**src/rtl/core/telnet_nvt_stream_decoder_unit_assert.svh**
```systemverilog
// Assertion macros shared by the telnet stream decoder modules.
`ifndef TELNET_NVT_STREAM_DECODER_UNIT_ASSERT_SVH
`define TELNET_NVT_STREAM_DECODER_UNIT_ASSERT_SVH
`ifndef SYNTH
// Clocked check, masked while reset is asserted.
`define TND_ASSERT(lbl, clk, rst_n, prop) \
    lbl: assert property (@(posedge clk) disable iff (!(rst_n)) (prop)) \
        else $error("tnd assertion failed");
// Clocked check that also holds through reset.
`define TND_ASSERT_NR(lbl, clk, prop) \
    lbl: assert property (@(posedge clk) (prop)) \
        else $error("tnd reset assertion failed");
`else
`define TND_ASSERT(lbl, clk, rst_n, prop)
`define TND_ASSERT_NR(lbl, clk, prop)
`endif
`endif

```
**src/rtl/core/tnd_pkg.sv**
```systemverilog
// Shared constants and types for the telnet stream decoder.
package tnd_pkg;

    // Telnet command bytes
    localparam logic [7:0] TN_SE   = 8'hf0;
    localparam logic [7:0] TN_SB   = 8'hfa;
    localparam logic [7:0] TN_WONT = 8'hfc;
    localparam logic [7:0] TN_DO   = 8'hfd;
    localparam logic [7:0] TN_IAC  = 8'hff;

    // NVT control characters
    localparam logic [7:0] CHAR_NUL = 8'h00;
    localparam logic [7:0] CHAR_LF  = 8'h0a;
    localparam logic [7:0] CHAR_CR  = 8'h0d;

    // Default depth of the request queue between parser and emitter
    localparam int DEFAULT_QUEUE_DEPTH = 4;

    // Parser modes
    typedef enum logic [5:0] {
        MODE_NORMAL = 6'b000001,
        MODE_IAC    = 6'b000010,
        MODE_DO     = 6'b000100,
        MODE_SKIP   = 6'b001000,
        MODE_SB     = 6'b010000,
        MODE_SB_IAC = 6'b100000
    } t_mode;

    // One queued request: a data byte, or an option refusal for value
    typedef struct packed {
        logic       reply;
        logic [7:0] value;
    } t_op;

endpackage

```
**src/rtl/core/tnd_front.sv**
```systemverilog
// Front end: parses input bytes and queues emit requests.
`include "telnet_nvt_stream_decoder_unit_assert.svh"
module tnd_front (
    input  logic          i_clk,
    input  logic          i_rst_n,
    input  logic          i_valid,
    output logic          o_stall,
    input  logic [7:0]    i_in_byte,
    input  logic          i_buffer_start,
    input  logic          i_q_full,
    output logic          o_push,
    output tnd_pkg::t_op  o_op
);
    import tnd_pkg::*;

    t_mode r_mode, n_mode, w_mode;
    logic  r_cr, n_cr, w_cr;
    logic  w_accept;
    logic  w_emit;
    t_op   w_op;

    // Parse one byte against the current (or freshly cleared) state
    always_comb begin
        w_accept = i_valid && !i_q_full;
        w_mode   = i_buffer_start ? MODE_NORMAL : r_mode;
        w_cr     = i_buffer_start ? 1'b0 : r_cr;
        n_mode   = w_mode;
        n_cr     = w_cr;
        w_emit   = 1'b0;
        w_op.reply = 1'b0;
        w_op.value = i_in_byte;
        case (w_mode)
            MODE_IAC: begin
                if (i_in_byte == TN_IAC) begin
                    w_emit = 1'b1;
                    n_mode = MODE_NORMAL;
                end else if (i_in_byte == TN_SB) begin
                    n_mode = MODE_SB;
                end else if (i_in_byte == TN_DO) begin
                    n_mode = MODE_DO;
                end else begin
                    n_mode = MODE_SKIP;
                end
            end
            MODE_DO: begin
                // IAC DO IAC is an escaped 0xFF, anything else is refused
                w_emit     = 1'b1;
                w_op.reply = (i_in_byte != TN_IAC);
                n_mode     = MODE_NORMAL;
            end
            MODE_SKIP: begin
                n_mode = MODE_NORMAL;
            end
            MODE_SB: begin
                if (i_in_byte == TN_IAC) begin
                    n_mode = MODE_SB_IAC;
                end
            end
            MODE_SB_IAC: begin
                n_mode = (i_in_byte == TN_SE) ? MODE_NORMAL : MODE_SB;
            end
            default: begin
                // normal data, with CR NUL / CR LF folding
                n_mode = MODE_NORMAL;
                n_cr   = 1'b0;
                if (w_cr && (i_in_byte == CHAR_NUL)) begin
                    w_emit     = 1'b1;
                    w_op.value = CHAR_CR;
                end else if (w_cr && (i_in_byte == CHAR_LF)) begin
                    w_emit = 1'b1;
                end else if (i_in_byte == TN_IAC) begin
                    n_mode = MODE_IAC;
                end else if (i_in_byte == CHAR_CR) begin
                    n_cr = 1'b1;
                end else begin
                    w_emit = 1'b1;
                end
            end
        endcase
    end

    // Parser state
    always_ff @(posedge i_clk) begin
        if (!i_rst_n) begin
            r_mode <= MODE_NORMAL;
            r_cr   <= 1'b0;
        end else if (w_accept) begin
            r_mode <= n_mode;
            r_cr   <= n_cr;
        end
    end

    assign o_stall = i_q_full;
    assign o_push  = w_accept && w_emit;
    assign o_op    = w_op;

    // A CR mark only lives in normal data mode
    `TND_ASSERT(a_cr_in_normal, i_clk, i_rst_n, r_cr |-> (r_mode == MODE_NORMAL))
    // A refused option always queues a reply request
    `TND_ASSERT(a_do_refuse, i_clk, i_rst_n, (w_accept && !i_buffer_start && (r_mode == MODE_DO) && (i_in_byte != TN_IAC)) |-> (o_push && o_op.reply))
    // Subnegotiation persists until IAC is seen
    `TND_ASSERT(a_sb_hold, i_clk, i_rst_n, (w_accept && !i_buffer_start && (r_mode == MODE_SB) && (i_in_byte != TN_IAC)) |=> (r_mode == MODE_SB))

endmodule

```
**src/rtl/core/tnd_queue.sv**
```systemverilog
// Request queue decoupling the parser from the output emitter.
module tnd_queue #(
    parameter int QueueDepth = tnd_pkg::DEFAULT_QUEUE_DEPTH
) (
    input  logic          i_clk,
    input  logic          i_rst_n,
    input  logic          i_push,
    input  tnd_pkg::t_op  i_op,
    input  logic          i_pop,
    output logic          o_full,
    output logic          o_empty,
    output tnd_pkg::t_op  o_head
);
    import tnd_pkg::*;

    localparam int PtrW = (QueueDepth > 1) ? $clog2(QueueDepth) : 1;
    localparam int CntW = $clog2(QueueDepth + 1);

    t_op             r_mem [QueueDepth];
    logic [PtrW-1:0] r_wr_ptr, n_wr_ptr;
    logic [PtrW-1:0] r_rd_ptr, n_rd_ptr;
    logic [CntW-1:0] r_count, n_count;

    // Pointer wrap and occupancy
    always_comb begin
        n_wr_ptr = r_wr_ptr;
        n_rd_ptr = r_rd_ptr;
        n_count  = r_count;
        if (i_push) begin
            n_wr_ptr = (r_wr_ptr == PtrW'(QueueDepth - 1)) ? '0 : r_wr_ptr + 1'b1;
        end
        if (i_pop) begin
            n_rd_ptr = (r_rd_ptr == PtrW'(QueueDepth - 1)) ? '0 : r_rd_ptr + 1'b1;
        end
        if (i_push && !i_pop) begin
            n_count = r_count + 1'b1;
        end else if (!i_push && i_pop) begin
            n_count = r_count - 1'b1;
        end
    end

    always_ff @(posedge i_clk) begin
        if (!i_rst_n) begin
            r_wr_ptr <= '0;
            r_rd_ptr <= '0;
            r_count  <= '0;
        end else begin
            r_wr_ptr <= n_wr_ptr;
            r_rd_ptr <= n_rd_ptr;
            r_count  <= n_count;
        end
    end

    // Storage, no reset
    always_ff @(posedge i_clk) begin
        if (i_push) begin
            r_mem[r_wr_ptr] <= i_op;
        end
    end

    assign o_full  = (r_count == CntW'(QueueDepth));
    assign o_empty = (r_count == '0);
    assign o_head  = r_mem[r_rd_ptr];

endmodule

```
**src/rtl/core/tnd_back.sv**
```systemverilog
// Back end: expands queued requests into registered result bytes.
`include "telnet_nvt_stream_decoder_unit_assert.svh"
module tnd_back (
    input  logic          i_clk,
    input  logic          i_rst_n,
    input  logic          i_empty,
    input  tnd_pkg::t_op  i_head,
    output logic          o_pop,
    output logic          o_valid,
    input  logic          i_stall,
    output logic          o_out_kind,
    output logic [7:0]    o_out_byte,
    output logic          o_out_last
);
    import tnd_pkg::*;

    // Beat sequencer for the three-byte refusal
    typedef enum logic [2:0] {
        BEAT_IAC = 3'b001,
        BEAT_CMD = 3'b010,
        BEAT_OPT = 3'b100
    } t_beat;

    t_beat      r_beat, n_beat;
    logic       r_valid, n_valid;
    logic       r_kind, n_kind;
    logic [7:0] r_byte, n_byte;
    logic       r_last, n_last;
    logic       w_load;
    logic       w_pop;

    // Load the output register whenever it is empty or being taken
    always_comb begin
        w_load  = !r_valid || !i_stall;
        w_pop   = 1'b0;
        n_beat  = r_beat;
        n_valid = r_valid;
        n_kind  = r_kind;
        n_byte  = r_byte;
        n_last  = r_last;
        if (w_load) begin
            n_valid = !i_empty;
            if (!i_empty) begin
                if (i_head.reply) begin
                    n_kind = 1'b1;
                    case (r_beat)
                        BEAT_IAC: begin
                            n_byte = TN_IAC;
                            n_last = 1'b0;
                            n_beat = BEAT_CMD;
                        end
                        BEAT_CMD: begin
                            n_byte = TN_WONT;
                            n_last = 1'b0;
                            n_beat = BEAT_OPT;
                        end
                        default: begin
                            n_byte = i_head.value;
                            n_last = 1'b1;
                            n_beat = BEAT_IAC;
                            w_pop  = 1'b1;
                        end
                    endcase
                end else begin
                    n_kind = 1'b0;
                    n_byte = i_head.value;
                    n_last = 1'b1;
                    w_pop  = 1'b1;
                end
            end
        end
    end

    // Control registers
    always_ff @(posedge i_clk) begin
        if (!i_rst_n) begin
            r_valid <= 1'b0;
            r_beat  <= BEAT_IAC;
        end else begin
            r_valid <= n_valid;
            r_beat  <= n_beat;
        end
    end

    // Payload registers
    always_ff @(posedge i_clk) begin
        r_kind <= n_kind;
        r_byte <= n_byte;
        r_last <= n_last;
    end

    assign o_pop      = w_pop;
    assign o_valid    = r_valid;
    assign o_out_kind = r_kind;
    assign o_out_byte = r_byte;
    assign o_out_last = r_last;

    // Mid-refusal beats always have a result on the port
    `TND_ASSERT(a_beat_valid, i_clk, i_rst_n, (r_beat != BEAT_IAC) |-> r_valid)
    // Only refusals produce results that are not the last one
    `TND_ASSERT(a_multi_is_reply, i_clk, i_rst_n, (r_valid && !r_last) |-> r_kind)
    // Reset empties the output and restarts the sequencer
    `TND_ASSERT_NR(a_reset_clear, i_clk, !i_rst_n |=> (!r_valid && (r_beat == BEAT_IAC)))

endmodule

```
**src/rtl/core/telnet_nvt_stream_decoder_unit.sv**
```systemverilog
// Top level of the telnet NVT stream decoder that refuses every IAC DO option.
//
// Input channel (i_valid / o_stall): one raw telnet byte per request, with
// i_buffer_start set on the first byte of a buffer to clear the parser.
// Output channel (o_valid / i_stall): one result byte per request, with its
// kind (0 data, 1 negotiation reply) and o_out_last on the final result
// caused by an input byte. Bytes that cause no result produce nothing.
// An accepted byte's request is written into the request queue, then loaded
// into the output register. Throughput: one input byte per cycle while the
// output is not stalled and each byte gives at most one result; an IAC DO x
// refusal gives three output bytes. A request queue of QueueDepth entries
// sits between the parser and the emitter, so the parser keeps accepting
// bytes while the output is stalled until the queue fills; o_stall is then
// raised. A stalled result holds its value until taken.
// Reset (synchronous, active low) returns the parser to normal data mode,
// clears the CR mark, empties the queue and drops any pending result.
module telnet_nvt_stream_decoder_unit #(
    parameter int QueueDepth = tnd_pkg::DEFAULT_QUEUE_DEPTH
) (
    input  logic       i_clk,
    input  logic       i_rst_n,
    input  logic       i_valid,
    output logic       o_stall,
    input  logic [7:0] i_in_byte,
    input  logic       i_buffer_start,
    output logic       o_valid,
    input  logic       i_stall,
    output logic       o_out_kind,
    output logic [7:0] o_out_byte,
    output logic       o_out_last
);
    import tnd_pkg::*;

    logic w_push;
    logic w_pop;
    logic w_full;
    logic w_empty;
    t_op  w_op;
    t_op  w_head;

    // Parser
    tnd_front u_front (
        .i_clk          (i_clk),
        .i_rst_n        (i_rst_n),
        .i_valid        (i_valid),
        .o_stall        (o_stall),
        .i_in_byte      (i_in_byte),
        .i_buffer_start (i_buffer_start),
        .i_q_full       (w_full),
        .o_push         (w_push),
        .o_op           (w_op)
    );

    // Request queue
    tnd_queue #(
        .QueueDepth (QueueDepth)
    ) u_queue (
        .i_clk   (i_clk),
        .i_rst_n (i_rst_n),
        .i_push  (w_push),
        .i_op    (w_op),
        .i_pop   (w_pop),
        .o_full  (w_full),
        .o_empty (w_empty),
        .o_head  (w_head)
    );

    // Emitter
    tnd_back u_back (
        .i_clk      (i_clk),
        .i_rst_n    (i_rst_n),
        .i_empty    (w_empty),
        .i_head     (w_head),
        .o_pop      (w_pop),
        .o_valid    (o_valid),
        .i_stall    (i_stall),
        .o_out_kind (o_out_kind),
        .o_out_byte (o_out_byte),
        .o_out_last (o_out_last)
    );

endmodule
```
**config.mk**
```make
export PLATFORM = sky130hd
export DESIGN_NAME = telnet_nvt_stream_decoder_unit
export DESIGN_NICKNAME = d
export VERILOG_FILES = /design/src/rtl/core/tnd_pkg.sv /design/src/rtl/core/tnd_front.sv /design/src/rtl/core/tnd_queue.sv /design/src/rtl/core/tnd_back.sv /design/src/rtl/core/telnet_nvt_stream_decoder_unit.sv
export VERILOG_INCLUDE_DIRS = /design/src /design/src/rtl/core
export SDC_FILE = /design/constraint.sdc
export NUM_CORES = 1
export LEC_CHECK = 0
export CAP_MARGIN = 20
export CORE_MARGIN = 1
export CORE_UTILIZATION = 64
export DETAILED_ROUTE_END_ITERATION = 7
export DONT_BUFFER_PORTS = 1
export PLACE_DENSITY = 0.8
export SETUP_SLACK_MARGIN = 0.5
export SLEW_MARGIN = 40
export SYNTH_ARGS = -nofsm -noshare
export SYNTH_HDL_FRONTEND = slang
export SYNTH_HIERARCHICAL = 1
export SYNTH_SLANG_ARGS = --single-unit
```
**constraint.sdc**
```tcl
create_clock -name i_clk -period 7.6 [get_ports i_clk]
set_input_delay 1.9 -clock i_clk [delete_from_list [all_inputs] [get_ports i_clk]]
set_output_delay 1.9 -clock i_clk [all_outputs]
set_load 0.01 [all_outputs]
```
# == Word level (Yosys, flattened, before mapping) ==
# Memories as Yosys holds them, arrays and structs flattened. A register that Yosys moved wholly into a read port is not among the register bits.
# Index checks and enable logic that the tools add are counted.
# word_totals
register_bits,28
ramBits,36
in_bits,13
output_inout_bits,12
mem_count,1
# mem_list
name,words,word_bits,rd,rd_ports_with_merged_regs,wr,line_no,rtl
u_queue.r_mem,4,9,1,1,1,tnd_queue.sv:19,t_op r_mem [QueueDepth];
# classes
addsub,4
eq_ne,17
mux,41
bitwise,1
n_reduce_logical,22
# op_table
op,count
6-bit two-way mux,6
8-bit equality test (second input constant),4
8-bit two-way mux,3
6-bit case mux with 4 select lines,1
1-bit two-way mux,19
8-bit by 4-bit equality test with 1-bit output (second input constant),2
8-bit case mux with 2 select lines,1
2-bit two-way mux,5
8-bit zero test,1
8-bit inequality test (second input constant),1
6-bit by 2-bit equality test with 1-bit output (second input constant),1
6-bit by 3-bit equality test with 1-bit output (second input constant),1
6-bit by 4-bit equality test with 1-bit output (second input constant),1
6-bit by 5-bit equality test with 1-bit output (second input constant),1
6-bit equality test (second input constant),1
1-bit logical AND,6
1-bit zero test,6
3-bit two-way mux,2
3-bit case mux with 2 select lines,1
5-bit two-way mux,1
5-bit OR reduction,1
2-bit by 1-bit adder with 2-bit output (second input constant),2
2-bit equality test (second input constant),2
4-bit two-way mux,1
other kinds (14),15

# == Logic depth before layout (Yosys ltp) ==
# logic_depth
ltp_word,11
ltp_mapped,11
ltp_nobuf,10

# == By module ==
# Netlist, hierarchy kept.
# by_module_without_submodules
mod,instances,cells_each,area_per_inst_um2,seq_area_each_um2
tnd_queue,1,91,1757.9,1261.2
tnd_front,1,89,675.6,140.1
tnd_back,1,47,623.1,380.4

# == Least setup slack after synthesis ==
# Ideal clock, no wire load.
# synth_path
path_type,input port to flip-flop
startpoint,input port i_buffer_start
endpoint,register u_queue.r_count[2]
setup_ns,0.070
t_arrival_ns,4.374
slack_ns,3.156
cell_stages,10
cell_sequence,or3_2 nor4_4 a31oi_1 o22ai_1 ha_1 inv_1 fa_1 xor2_1 or3_1 a21boi_1
# synth_via
elab_chain_len,9
elab_cells_between_ends,19
classes_between,eq/ne: 5; mux: 6; reduce/logical: 8
# synth_lines
element,line_no,rtl
from (decl),telnet_nvt_stream_decoder_unit.sv:25,"input logic i_buffer_start,"
"parallel branches: the longest is 4 deep, another holds 6-bit two-way mux",n/a,
1-bit case mux with 3 select lines (*),tnd_front.sv:32,case (w_mode)
1-bit logical AND (*),tnd_front.sv:94,assign o_push = w_accept && w_emit;
net w_push,telnet_nvt_stream_decoder_unit.sv:34,logic w_push;
1-bit zero test,tnd_queue.sv:37,end else if (!i_push && i_pop) begin
1-bit logical AND,tnd_queue.sv:37,
2-bit nonzero test (no source line),n/a,
to (signal assigned),tnd_queue.sv:50,r_count <= n_count;
to (decl),tnd_queue.sv:22,"logic [CntW-1:0] r_count, n_count;"
# Mark *: on every way through the listed nets, which the timed path passes.
# A chain may end at the register's enable or synchronous reset.

# == Worst setup path in the final report ==
# Same ends and word-level chain as after synthesis.

==> metrics.yaml <==
run_status:
  outcome: "finished, violations left"
  violations: "DRC"
logic_synthesis:
  async_flop_share: 0
  synth_top_cells_by_count: "edfxtp_1 (46), dfxtp_1 (20), nand2_1 (10)"
  ys.flop_type: "edfxtp_1"
  ys_seq_elements: 66
  ys_types: 59
  avgSynthCellArea_um2: 13.5
  synth_compound_area_frac: 0.0966
  syn_nets: 247
  synthXorXnorAreaFrac: 0.0115
  synth_mux_area_frac: 0.0794
  yosysTopAreaCell: "edfxtp_1"
  yosysMostFrequentCell: "edfxtp_1"
  synthSimpleGateAreaFrac: 0.168
  synth_top_family_by_area: "simple AND/OR/NAND/NOR gates"
  synthAdderAreaFrac: 0.0311
  yosysSeqAreaShare: 0.583
  synth-edff-count: 46
  synth_area_mm2: 0.00306
  syn_inst: 227
  yosys_warnings: 6
  synthTopCellsByArea: "edfxtp_1 (45%), dfxtp_1 (13%), mux4_2 (6.6%), ha_1 (2.5%), nand2b_1 (1.8%)"
  synth_top_area_frac: 0.452
global_route:
  grt_pass1_vias: 1838
  grt-ovfl-total: 0
  grt_pass1_wl_um: 9070
  antenna_found_initial: 0
  grt.total_usage: 0.247
  grt_max_degree: 20
floorplanning:
  initial_core_util: 0.683
  core_mm2: 0.00447
  die_w_um: 71.1
  dieArea_mm2: 0.00506
  die_y_um: 71.1
  fp-row-count: 24
  ios: 25
cts:
  postCtsSetupRepairBufs: 0
  path_clk_slew_ps: 70
  cts_tree: "done"
  cts-resized-gates: 0
  root_buffer: "clkbuf_8"
  cts_buffers: 9
  insertion_delay_ps: 330
  htree_levels: 3
  cts_sinks: 66
  hold_buffers: 0
  cts_max_path_buffers: 2
job:
  cap_violations: 0
power:
  ir_worst_vdd_mv: 0.243
  p_per_area_mw_per_mm2: 338
  leakagePower_uw: 0.00112
worst_setup_path:
  critPathMaxFanout: 7
  crit_arrival_ps: 4710
  start_kind: "input pin"
  crit_required_ps: 7850
  setup.worst_path.class: "in -> reg"
  endpoint_kind: "flip-flop"
drt:
  wirelength_um: 5540
  drtPass1Iterations: 6
  via_per_inst: 6.50
  drc: 1
  drtAntennaViolNets: 0
  avgRoutedWirePerCell_um: 19.5
  drt_iter0_drc: 159
  via_count: 1846
sta:
  worst_slack_ps: 3140
  finalSetupTns_ps: 0
  clock_skew_ps: 6.34
  grt_setup_unrepaired: "no"
  finalHoldViolCount: 0
  setup_viol: 0
  fin_crit_sh: 0.586
  slew_headroom: 0.555
  fmax_ghz: 0.224
  slew_viol_final: 0
  worstMarginPinSlew_ps: 665
  period_minus_slack_ps: 4460
placed_design:
  dp_hpwl_um: 3900
  portBuffers: 0
  gp_congestion: 0.846
  dp_slack_ps: 2870
cells_and_area:
  seqCellArea_mm2: 0.00178
  area_growth_pct: 6.79
  nNetsFinal: 247
  multi_input_area_mm2: 0.00118
  drive_gt1_frac: 0.164
  nFillCells: 287
  utilization: 0.730
  antenna_cells: 0
min_path:
  hold_path_class: "reg -> reg"
kinds of logic after synthesis:
kind of cell,Yosys count
adder cells (fa/ha/maj),7
AND/OR/NAND/NOR,78
flip-flops,66
XOR/XNOR,4
buffers and inverters,17
AO/OA/AOI/OAI,42
multiplexers,13
cell usage in the layout, fill, tap and decap left out, types with 6 or more instances in the layout:
| master | synthesis | final |
|---|---|---|
| nor3_1 | 7 | 7 |
| dfxtp_1 | 20 | 20 |
| nor2_1 | 6 | 6 |
| ha_1 | 6 | 6 |
| clkbuf_8 | 0 | 9 |
| nor2b_1 | 8 | 8 |
| edfxtp_1 | 46 | 46 |
| mux4_2 | 9 | 9 |
| nand2b_1 | 9 | 9 |
| nand2_1 | 10 | 10 |
| o21ai_0 | 9 | 9 |
layer usage:
metal	part of all wire	global-route usage
met1	0.43	0.295
met2	0.51	0.435
met3	0.046	0.0456
met4	0.015	0.116
met5	0	0
flip-flops by register name (all words and copies together), names as in the netlist, named ones only:
register           count
u_queue/r_mem         36
u_back/o_out_byte      8
u_front/r_mode         6
u_back/r_beat          3
u_queue/r_count        3
u_queue/r_rd_ptr       2
u_queue/r_wr_ptr       2
u_back/o_out_kind      1
u_back/o_out_last      1
u_back/o_valid         1
u_front/r_cr           1
critical path, stage by stage:
cell	delay [ps]
or3_2	460
nor4_4	310
a31oi_1	70
o22ai_1	510
ha_1	310
inv_1	80
fa_1	420
xor2_1	160
or3_1	320
a21boi_1	180
stage by stage:
stage / total power, µW / hold slack (ps) / instances / instance area, µm²
final: 1100 / 532 / 284 / 3260
after global routing: 1160 / 564 / 284 / 3260
after CTS: 1110 / 521 / 284 / 3260
after detailed placement: 803 / 511 / 268 / 3060
after global placement: 775 / 474 / 268 / 3060
after floorplan: 752 / 465 / 227 / 3060
cell type report:
class                      count  share of cell area
multi-input combinational    144               0.362
tap                           52              0.0199
sequential                    66               0.546
clock buffer                  10              0.0391
clock inverter                 6              0.0249
inverter                       6             0.00843
final timing paths:
| path | from | to | slack [ps] | cells past startpoint |
|---|---|---|---|---|
| max | i_buffer_start | u_queue/r_count[2] | 3140 | 10 |
| min | u_queue/r_count[2] | u_queue/r_count[2] | 530 | 2 |
| max reg2reg | u_front/r_mode[1] | u_queue/r_count[2] | 4180 | 10 |
| min reg2reg | u_queue/r_count[2] | u_queue/r_count[2] | 530 | 2 |
power breakdown:
group / switching, µW / leakage [µW] / internal (µW) / total (µW)
Sequential: 66.6 / 0.000590 / 472 / 539
Clock: 129 / 0.000104 / 183 / 311
Combinational: 136 / 0.000422 / 119 / 254
Note: power is estimated with default switching activity, not from simulation.
